[src/rtl/bhh_pkg.sv]
`default_nettype none

package bhh_pkg;

    // Position of the next raw byte inside its group of three
    typedef enum logic [1:0] {
        PH_FIRST  = 2'd0,
        PH_SECOND = 2'd1,
        PH_THIRD  = 2'd2
    } t_phase;

    localparam int CODE_W  = 11;
    localparam int LEN_W   = 4;
    localparam int MAX_OUT = 4;

    // Huffman code per sextet value, right aligned
    localparam logic [CODE_W-1:0] CODE_BITS [0:63] = '{
        11'h021, 11'h05d, 11'h05e, 11'h05f, 11'h060, 11'h061, 11'h062, 11'h063,
        11'h064, 11'h065, 11'h066, 11'h067, 11'h068, 11'h069, 11'h06a, 11'h06b,
        11'h06c, 11'h06d, 11'h06e, 11'h06f, 11'h070, 11'h071, 11'h072, 11'h0fc,
        11'h073, 11'h0fd, 11'h003, 11'h023, 11'h004, 11'h024, 11'h005, 11'h025,
        11'h026, 11'h027, 11'h006, 11'h074, 11'h075, 11'h028, 11'h029, 11'h02a,
        11'h007, 11'h02b, 11'h076, 11'h02c, 11'h008, 11'h009, 11'h02d, 11'h077,
        11'h078, 11'h079, 11'h07a, 11'h07b, 11'h000, 11'h001, 11'h002, 11'h019,
        11'h01a, 11'h01b, 11'h01c, 11'h01d, 11'h01e, 11'h01f, 11'h7fb, 11'h018
    };

    // Code length in bits per sextet value
    localparam logic [LEN_W-1:0] CODE_LEN [0:63] = '{
        4'd6, 4'd7, 4'd7, 4'd7, 4'd7, 4'd7, 4'd7, 4'd7,
        4'd7, 4'd7, 4'd7, 4'd7, 4'd7, 4'd7, 4'd7, 4'd7,
        4'd7, 4'd7, 4'd7, 4'd7, 4'd7, 4'd7, 4'd7, 4'd8,
        4'd7, 4'd8, 4'd5, 4'd6, 4'd5, 4'd6, 4'd5, 4'd6,
        4'd6, 4'd6, 4'd5, 4'd7, 4'd7, 4'd6, 4'd6, 4'd6,
        4'd5, 4'd6, 4'd7, 4'd6, 4'd5, 4'd5, 4'd6, 4'd7,
        4'd7, 4'd7, 4'd7, 4'd7, 4'd5, 4'd5, 4'd5, 4'd6,
        4'd6, 4'd6, 4'd6, 4'd6, 4'd6, 4'd6, 4'd11, 4'd6
    };

endpackage

`default_nettype wire

[src/rtl/bhh_in_if.sv]
`default_nettype none

// Raw byte channel
interface bhh_in_if;
    logic       valid;
    logic       ready;
    logic [7:0] data_byte;
    logic       end_of_input;

    modport source (output valid, output data_byte, output end_of_input, input ready);
    modport sink   (input valid, input data_byte, input end_of_input, output ready);
endinterface

`default_nettype wire

[src/rtl/bhh_out_if.sv]
`default_nettype none

// Coded byte channel
interface bhh_out_if;
    logic       valid;
    logic       ready;
    logic [7:0] coded_byte;
    logic       stream_done;

    modport source (output valid, output coded_byte, output stream_done, input ready);
    modport sink   (input valid, input coded_byte, input stream_done, output ready);
endinterface

`default_nettype wire

[src/rtl/base64_then_hpack_huffman_encoder.sv]
`default_nettype none

// Base64 sextet splitter feeding a fixed-table Huffman bit packer. Each raw byte (with an
// end flag) is split into one or two sextets, coded, merged with the pending bits and cut
// into 0 to 4 coded bytes in the same cycle it is accepted; those bytes sit in a four-entry
// result buffer and leave one per cycle while the receiver is ready. A new byte is taken
// whenever that buffer is empty or is handing over its last byte, so the block does not take
// a new raw byte while more than one coded byte of the last one still waits (a raw byte
// causes up to 4 coded bytes at stream end). The last coded byte of a stream is padded with
// ones and flagged by stream_done; the stream state is then back at its reset values and a
// new stream may follow directly.
module base64_then_hpack_huffman_encoder (
    input wire        i_clk,
    input wire        i_rst_n,
    bhh_in_if.sink    i_in,
    bhh_out_if.source o_out
);

    localparam int ACC_W = 30;

    // Stream state
    bhh_pkg::t_phase r_phase, n_phase;
    logic [3:0]      r_left, n_left;
    logic [7:0]      r_acc, n_acc;
    logic [3:0]      r_cnt, n_cnt;

    // Result buffer
    logic [7:0]      r_bytes [bhh_pkg::MAX_OUT];
    logic [7:0]      n_bytes [bhh_pkg::MAX_OUT];
    logic [2:0]      r_avail, n_avail;
    logic            r_done;

    logic                        in_acc, out_acc;
    logic                        eoi;
    logic [7:0]                  b;
    logic [5:0]                  s1, s2;
    logic                        has2;
    logic [bhh_pkg::CODE_W-1:0]  c1, c2;
    logic [bhh_pkg::LEN_W-1:0]   l1, l2;
    logic [ACC_W-1:0]            w1, w;
    logic [ACC_W+7:0]            ext;
    logic [4:0]                  tot;
    logic [1:0]                  nb;

    assign in_acc  = i_in.valid && i_in.ready;
    assign out_acc = o_out.valid && o_out.ready;
    assign b       = i_in.data_byte;
    assign eoi     = i_in.end_of_input;

    assign i_in.ready = (r_avail == 3'd0) || ((r_avail == 3'd1) && o_out.ready);

    // Sextet split by group position
    always_comb begin
        s2   = 6'd0;
        has2 = 1'b0;
        case (r_phase)
            bhh_pkg::PH_SECOND: begin
                s1      = {r_left[1:0], b[7:4]};
                n_left  = b[3:0];
                n_phase = bhh_pkg::PH_THIRD;
                if (eoi) begin
                    s2   = {b[3:0], 2'b00};
                    has2 = 1'b1;
                end
            end
            bhh_pkg::PH_THIRD: begin
                s1      = {r_left[3:0], b[7:6]};
                s2      = b[5:0];
                has2    = 1'b1;
                n_left  = 4'd0;
                n_phase = bhh_pkg::PH_FIRST;
            end
            default: begin
                s1      = b[7:2];
                n_left  = {2'b00, b[1:0]};
                n_phase = bhh_pkg::PH_SECOND;
                if (eoi) begin
                    s2   = {b[1:0], 4'b0000};
                    has2 = 1'b1;
                end
            end
        endcase
    end

    // Code lookup, bit merge and byte cut
    always_comb begin
        c1  = bhh_pkg::CODE_BITS[s1];
        l1  = bhh_pkg::CODE_LEN[s1];
        c2  = has2 ? bhh_pkg::CODE_BITS[s2] : '0;
        l2  = has2 ? bhh_pkg::CODE_LEN[s2]  : '0;
        w1  = ({22'd0, r_acc} << l1) | {{(ACC_W-bhh_pkg::CODE_W){1'b0}}, c1};
        w   = (w1 << l2) | {{(ACC_W-bhh_pkg::CODE_W){1'b0}}, c2};
        tot = {1'b0, r_cnt} + {1'b0, l1} + {1'b0, l2};
        // at least five bits are pending here, so tot - 1 never wraps
        nb  = 2'((tot - 5'd1) >> 3);
        // ones below the word give the end-of-stream pad
        ext = {w, 8'hff};
        for (int k = 0; k < bhh_pkg::MAX_OUT; k++) begin
            n_bytes[k] = 8'(ext >> 5'(tot - 5'(8 * k)));
        end
        n_avail = {1'b0, nb} + {2'b00, eoi};
        n_acc   = w[7:0];
        n_cnt   = 4'(tot - {nb, 3'b000});
    end

    // Control and stream state
    always_ff @(posedge i_clk) begin
        if (!i_rst_n) begin
            r_phase <= bhh_pkg::PH_FIRST;
            r_left  <= 4'd0;
            r_acc   <= 8'd0;
            r_cnt   <= 4'd0;
            r_avail <= 3'd0;
            r_done  <= 1'b0;
        end else if (in_acc) begin
            r_avail <= n_avail;
            r_done  <= eoi;
            if (eoi) begin
                r_phase <= bhh_pkg::PH_FIRST;
                r_left  <= 4'd0;
                r_acc   <= 8'd0;
                r_cnt   <= 4'd0;
            end else begin
                r_phase <= n_phase;
                r_left  <= n_left;
                r_acc   <= n_acc;
                r_cnt   <= n_cnt;
            end
        end else if (out_acc) begin
            r_avail <= r_avail - 3'd1;
        end
    end

    // Result bytes: load on accept, shift down as they leave
    always_ff @(posedge i_clk) begin
        if (in_acc) begin
            r_bytes <= n_bytes;
        end else if (out_acc) begin
            for (int k = 0; k < bhh_pkg::MAX_OUT - 1; k++) begin
                r_bytes[k] <= r_bytes[k+1];
            end
        end
    end

    assign o_out.valid       = (r_avail != 3'd0);
    assign o_out.coded_byte  = r_bytes[0];
    assign o_out.stream_done = r_done && (r_avail == 3'd1);

`ifndef SYNTHESIS
    a_avail_range: assert property (@(posedge i_clk) disable iff (!i_rst_n)
        r_avail <= 3'd4)
        else $error("result buffer count out of range");

    a_pending_range: assert property (@(posedge i_clk) disable iff (!i_rst_n)
        r_cnt <= 4'd8)
        else $error("more than eight bits held between transactions");

    a_no_overrun: assert property (@(posedge i_clk) disable iff (!i_rst_n)
        in_acc |-> (r_avail <= 3'd1))
        else $error("input taken while result buffer still full");

    a_end_clears: assert property (@(posedge i_clk) disable iff (!i_rst_n)
        (in_acc && eoi) |=> (r_cnt == 4'd0) && (r_phase == bhh_pkg::PH_FIRST)
                            && o_out.valid && r_done)
        else $error("stream end did not clear state or raise a final byte");

    a_done_holds: assert property (@(posedge i_clk) disable iff (!i_rst_n)
        (o_out.valid && !o_out.ready && o_out.stream_done) |=> o_out.stream_done)
        else $error("final byte flag dropped while stalled");
`endif

endmodule

`default_nettype wire
[src/flat_wrapper.sv]
// flat-port wrapper written by rule: the top's interface ports become plain ports
module base64_then_hpack_huffman_encoder_flat 
  (i_clk, i_rst_n, i_in_valid, i_in_data_byte, i_in_end_of_input, i_in_ready, o_out_valid, o_out_coded_byte, o_out_stream_done, o_out_ready);
  bhh_in_if i_in_i ();
  bhh_out_if o_out_i ();
  input wire i_clk;
  input wire i_rst_n;
  input wire logic [$bits(i_in_i.valid)-1:0] i_in_valid;
  input wire logic [$bits(i_in_i.data_byte)-1:0] i_in_data_byte;
  input wire logic [$bits(i_in_i.end_of_input)-1:0] i_in_end_of_input;
  output wire logic [$bits(i_in_i.ready)-1:0] i_in_ready;
  output wire logic [$bits(o_out_i.valid)-1:0] o_out_valid;
  output wire logic [$bits(o_out_i.coded_byte)-1:0] o_out_coded_byte;
  output wire logic [$bits(o_out_i.stream_done)-1:0] o_out_stream_done;
  input wire logic [$bits(o_out_i.ready)-1:0] o_out_ready;
  assign i_in_i.valid = i_in_valid;
  assign i_in_i.data_byte = i_in_data_byte;
  assign i_in_i.end_of_input = i_in_end_of_input;
  assign i_in_ready = i_in_i.ready;
  assign o_out_valid = o_out_i.valid;
  assign o_out_coded_byte = o_out_i.coded_byte;
  assign o_out_stream_done = o_out_i.stream_done;
  assign o_out_i.ready = o_out_ready;
  base64_then_hpack_huffman_encoder u_core (.i_clk(i_clk), .i_rst_n(i_rst_n), .i_in(i_in_i), .o_out(o_out_i));
endmodule
[config.mk]
export PLATFORM = sky130hd
export DESIGN_NAME = base64_then_hpack_huffman_encoder_flat
export DESIGN_NICKNAME = d
export VERILOG_FILES = /design/src/rtl/bhh_pkg.sv /design/src/rtl/bhh_in_if.sv /design/src/rtl/bhh_out_if.sv /design/src/rtl/base64_then_hpack_huffman_encoder.sv /design/src/flat_wrapper.sv
export SDC_FILE = /design/constraint.sdc
export NUM_CORES = 1
export LEC_CHECK = 0
export ABC_AREA = 0
export BUFFER_PORTS_ARGS = -buffer_cell sky130_fd_sc_hd__buf_2
export CAP_MARGIN = 20
export CORE_MARGIN = 3
export CORE_UTILIZATION = 48
export CTS_CLUSTER_DIAMETER = 60
export DETAILED_ROUTE_END_ITERATION = 12
export PLACE_DENSITY = 0.63
export SLEW_MARGIN = 20
export SYNTH_ARGS = -nofsm -noshare
export SYNTH_HDL_FRONTEND = slang
export SYNTH_SLANG_ARGS = --single-unit
[constraint.sdc]
create_clock -name i_clk -period 8.6 [get_ports i_clk]
set_input_delay 1.72 -clock i_clk [delete_from_list [all_inputs] [get_ports i_clk]]
set_output_delay 1.72 -clock i_clk [all_outputs]
set_load 0.005 [all_outputs]
* After elaboration in Yosys (flattened, before gate mapping) *
Memories as Yosys holds them, arrays and structs flattened.
Cells that the tools add are included.

word-level totals
  register bits = 54
  memories kept = 4
  memory bits (read-only) = 1,920
  input port bits = 13
  logic and storage cells = 72

operators by class
  shifts and indexed selects = 6
  add/sub/neg operators = 9
  bitwise gates (word level) = 4
  eq/ne operators = 3
  mux-type cells = 26
  reduce and logical (&&, ||, !) cells = 8
  $lt $le $gt $ge = 2

memory list
  memory           words  width  read ports  clocked after memory_dff  write ports  RTL line                                 text
  (no name shown)  64     11     1           0                         0            base64_then_hpack_huffman_encoder.sv:87  c1 = bhh_pkg::CODE_BITS[s1];
  (no name shown)  64     11     1           0                         0            base64_then_hpack_huffman_encoder.sv:89  c2 = has2 ? bhh_pkg::CODE_BITS[s2] : '0;
  (no name shown)  64     4      1           0                         0            base64_then_hpack_huffman_encoder.sv:90  l2 = has2 ? bhh_pkg::CODE_LEN[s2] : '0;
  (no name shown)  64     4      1           0                         0            base64_then_hpack_huffman_encoder.sv:88  l1 = bhh_pkg::CODE_LEN[s1];

operator list
  operator                                                            number
  38-bit by 5-bit right shift with 8-bit output                       4
  30-bit by 11-bit OR with 30-bit output                              2
  11-bit two-way mux                                                  5
  24-bit two-way mux                                                  2
  30-bit by 4-bit << shifter with 30-bit output                       1
  8-bit by 4-bit << shifter with 30-bit output                        1
  4-bit two-way mux                                                   7
  6-bit one-hot mux with 2 select lines                               2
  7-bit >= comparator, second input constant                          2
  6-bit inverter with 7-bit output                                    2
  6-bit two-way mux                                                   2
  5-bit subtractor, second input constant                             2
  8-bit two-way mux                                                   1
  4-bit one-hot mux with 2 select lines                               1
  3-bit two-way mux                                                   2
  4-bit by 4-bit adder with 5-bit output                              1
  5-bit by 4-bit adder with 5-bit output                              1
  5-bit by 1-bit subtractor with 5-bit output, second input constant  1
  5-bit by 4-bit subtractor with 5-bit output, second input constant  1
  1-bit logical AND                                                   4
  2-bit one-hot mux with 2 select lines                               1
  4-bit subtractor                                                    1
  2-bit by 1-bit adder with 3-bit output                              1
  3-bit by 1-bit == test with 1-bit output, second input constant     1
  9 further kinds                                                     10

* Longest topological paths before layout *
  depth in word-level cells = 12
  depth in mapped cells = 31
  depth with buffers taken out = 24

* Worst setup path before layout *
OpenSTA, ideal clock, no wires.

  path type = input to register
  from = in i_in_data_byte[7]
  to = reg u_core.r_bytes[15] (netlist name) (data pin)
  buffers on the path = 5
  arrival = 7,117 ps
  path slack = 1,216 ps
  cell stages on the path = 22
  cell sequence = a22o_1 -> mux2i_1 -> inv_1 -> ha_1 -> buf_1 -> or4_4 -> a311oi_4 -> o31ai_2 -> nand2_1 -> inv_1 -> fa_1 -> ha_1 -> clkbuf_1 -> inv_1 -> clkbuf_1 -> buf_1 -> clkbuf_1 -> o31ai_1 -> o21a_1 -> a221o_1 -> o211ai_1 -> o211ai_1

between the ends
  word-level cells in the longest chain between the ends = 11
  elaborated cells on any way between the ends = 17
  classes of those cells = add/sub: 3; shift: 3; mux: 6; bitwise: 3; memory: 2

ends and longest elaborated chain
  element                                                                         RTL line                                                                          text
  start: declaration                                                              flat_wrapper.sv:9                                                                 input wire logic [$bits(i_in_i.data_byte)-1:0] i_in_data_byte;
  6-bit one-hot mux with 2 select lines (*)                                       base64_then_hpack_huffman_encoder.sv:56                                           case (r_phase)
  6-bit inverter with 7-bit output (not written as such) (*)                      base64_then_hpack_huffman_encoder.sv:87, base64_then_hpack_huffman_encoder.sv:88
  branches (longest 7 deep; another with 4-bit by 4-bit adder with 5-bit output)  --
  38-bit by 5-bit right shift with 8-bit output (*)                               base64_then_hpack_huffman_encoder.sv:99                                           n_bytes[k] = 8'(ext >> 5'(tot - 5'(8 * k)));
  24-bit two-way mux (*)                                                          base64_then_hpack_huffman_encoder.sv:136                                          if (in_acc) begin
  end signal: assignment                                                          base64_then_hpack_huffman_encoder.sv:137                                          r_bytes <= n_bytes;
  end signal: indexed assignment                                                  base64_then_hpack_huffman_encoder.sv:140                                          r_bytes[k] <= r_bytes[k+1];
  end: declaration                                                                base64_then_hpack_huffman_encoder.sv:28                                           logic [7:0] r_bytes [bhh_pkg::MAX_OUT];

Mark *: on every way between the ends. The select of a mux whose other input is x is not followed.
A chain may end at the register's enable or synchronous reset.

==> flow_metrics.py <==
metrics = {
    "yosys": {
        "syn-instance-count": 1391,
        "async_flop_share_pct": 0,
        "seq_area_frac_synth_pct": 13.9,
        "synth-edff-count": 32,
        "synth-main-ff-cell": "edfxtp_1",
        "avgSynthCellArea_um2": 7.27,
        "synth_cell_types": 110,
        "syn-cell-area_um2": 10100,
        "yosys_warnings": 0,
        "syn-num-nets": 1437,
        "synth_seq_cells": 54,
    },
    "timing": {
        "period_share_pct": 90.2,
        "skew_ns": 0.00791,
        "rsz0062_at_grt": "false",
        "fin_tns_setup_ns": 0,
        "finalSetupViolations": 0,
        "layout_min_cycle_time_ns": 7.76,
        "hold_viol": 0,
        "fmax_mhz": 129,
        "hold-worst-slack_ns": 0.470,
        "slew_headroom_pct": 28.8,
        "tightest_slew_ns": 1.06,
        "drv_slew": 0,
    },
    "grt": {
        "grt_first_pass_wirelength_mm": 66.3,
        "track_usage_pct": 36.7,
        "grt_overflow": 0,
        "grt_pass1_vias": 11134,
        "antenna_found_initial": 0,
        "grt_max_degree": 60,
    },
    "clock_network": {
        "cts_tree": "built",
        "numCtsBuffers": 5,
        "root_buffer": "clkbuf_16",
        "postCtsSetupBuffers": 0,
        "insertion_delay_ns": 0.30,
        "h-tree-depth": 2,
        "clkTransAtPathRegs_ns": 0.07,
        "postCtsHoldBufs": 0,
        "cts_sinks": 54,
        "cts_resized": 0,
        "cts_buffer_depth": 2,
    },
    "worst_setup_path": {
        "arrival_ns": 7.80,
        "worst-setup-path-type": "input port to flop",
        "cp.required_ns": 8.64,
        "critPathCaptureType": "flop",
        "setup.worst_path.start_class": "input port",
        "crit_fanout": 11,
        "cp-startpoint": "i_in_data_byte[7]",
        "reg2reg_from": "u_core.r_phase[0]$_SDFFE_PN0P_",
    },
    "final_layout": {
        "diodes": 0,
        "drive_above_1_share_pct": 11.5,
        "area_growth_syn_to_layout_pct": 4.03,
        "stdcell_count": 1612,
        "final_nets": 1387,
        "fillers": 2083,
    },
    "hold_path": {
        "hold_path_class": "flop to flop",
        "min_from": "u_core.r_done$_SDFFE_PN0P_",
    },
    "route": {
        "drt-pass1-iter-count": 6,
        "wire_per_inst_um": 26.6,
        "wl_met3_mm": 4.94,
        "wl_met1_mm": 18.2,
        "dr_wl_met2_mm": 18.2,
        "highest_layer": "met4",
        "drt-vias-per-instance": 7.77,
        "vias": 12532,
        "wirelength_mm": 42.9,
        "drtAntennaViolNets": 0,
        "drc": 0,
        "dr.first_iter.drc_count": 1828,
    },
    "floorplanning": {
        "die_w_um": 151,
        "start_util_pct": 49.3,
        "die_y_um": 151,
        "ios": 24,
        "core.rowCount": 52,
        "core_um2": 20500,
        "die-area_um2": 22800,
    },
    "flow_run": {
        "maxCapViolCount": 0,
    },
    "placement": {
        "dp_hpwl_mm": 32.4,
        "io_buffers": 23,
        "gp_congestion": 1.04,
        "dpl.cell_count": 1604,
    },
    "status": {
        "status": "complete, no violations",
    },
}
kinds of logic (layout without fill, tap and decap cells):
logic type / after synthesis / in the layout / share of synthesized area (%)
DFF: 54 / 54 / 13.9
buffers and inverters: 158 / 109 / 6.82
xor gates and xnor gates: 8 / 8 / 0.693
muxes: 19 / 19 / 2.31
and+or+nand+nor: 505 / 505 / 24.3
adders and majority gates: 33 / 33 / 4.45
AOI/OAI and AO/OA: 614 / 614 / 47.6
routing by layer:
metal / GRT usage, % / vias up
met1: 53.9 / 5950
met2: 54.0 / 937
met4: 12.3 / 0
met5: 0 / -
li1: - / 5501
met3: 6.46 / 144
synth_stat cells, drive strengths merged (12+ instances only):
| library cell | n | area (µm²) |
|---|---|---|
| a211o | 15 | 131 |
| a211oi | 34 | 273 |
| a21boi | 13 | 101 |
| a21o | 15 | 120 |
| a21oi | 85 | 437 |
| a221o | 16 | 160 |
| a221oi | 16 | 181 |
| a22o | 12 | 106 |
| a22oi | 35 | 273 |
| a31oi | 30 | 188 |
| a32oi | 16 | 148 |
| and2 | 16 | 100 |
| buf | 49 | 280 |
| clkbuf | 70 | 263 |
| dfxtp | 22 | 440 |
| edfxtp | 32 | 961 |
| ha | 28 | 350 |
| inv | 39 | 146 |
| nand2 | 143 | 549 |
| nand3 | 73 | 370 |
| nand4 | 28 | 175 |
| nor2 | 109 | 417 |
| nor2b | 18 | 113 |
| nor3 | 53 | 275 |
| nor4 | 14 | 100 |
| o211ai | 43 | 362 |
| o21ai | 76 | 380 |
| o221ai | 22 | 199 |
| o22ai | 20 | 131 |
| o311ai | 14 | 123 |
registers in the layout, summed over array words and instances (netlist names):
signal	count
u_core.o_out.coded_byte	8
u_core.r_left	4
u_core.r_bytes	24
u_core.r_cnt	4
u_core.r_phase	2
u_core.r_avail	3
u_core.r_acc	8
u_core.r_done	1
critical path, cell delays in order:
cell	delay [ns]
buf_2	0.12
a22o_1	0.25
mux2i_1	0.22
inv_1	0.14
ha_1	0.33
or4_4	0.52
a311oi_4	0.51
o31a_1	0.56
buf_4	0.27
o211ai_2	0.23
o22ai_1	0.41
nor2_1	0.15
o21ai_0	0.62
o21ai_1	0.29
a311o_1	0.41
and4_1	0.18
nor4_2	0.53
mux2_2	0.27
o21ai_1	0.07
metrics by stage:
step,cell area [µm²],worst slack [ns],util [%]
after floorplan,10100,1.22,-
after global placement,10300,0.883,50.5
after detailed placement,10300,0.798,50.5
after CTS,10500,1.09,51.3
after global routing,10500,0.575,51.3
final,10500,0.839,51.3
cells in the final DEF, fill, tap and decap left out, drive strengths merged, types with 18 or more instances in the layout:
cell,count
dfxtp,22
buf,62
nand2,143
a21oi,85
edfxtp,32
o211ai,43
nor2,109
o22ai,20
nand3,73
o221ai,22
nand4,28
nor3,53
a211oi,34
nor2b,18
inv,39
ha,28
o21ai,76
a22oi,35
a31oi,30
path summary, 6_finish.rpt:
check / to / slack [ns] / depth (start not counted)
max reg2reg: u_core.r_bytes[2]$_DFFE_PP_ / 1.25 / 20
min: u_core.r_done$_SDFFE_PN0P_ / 0.47 / 2
min reg2reg: u_core.r_done$_SDFFE_PN0P_ / 0.47 / 2
max: u_core.r_bytes[2]$_DFFE_PP_ / 0.84 / 19
area by class of cell:
cell class              count  area, µm²  area share, %
multi-input cells        1179       8060           76.6
flip-flops and latches     54       1400           13.3
repair buffers             62        408           3.88
well taps                 270        338           3.21
inverters                  39        146           1.39
clock buffers               5        125           1.19
clock inverters             3       45.0          0.428
Power is left out: the tool's default activity adds up to more than one toggle a clock period on the data nets, which glitch-free logic cannot reach.
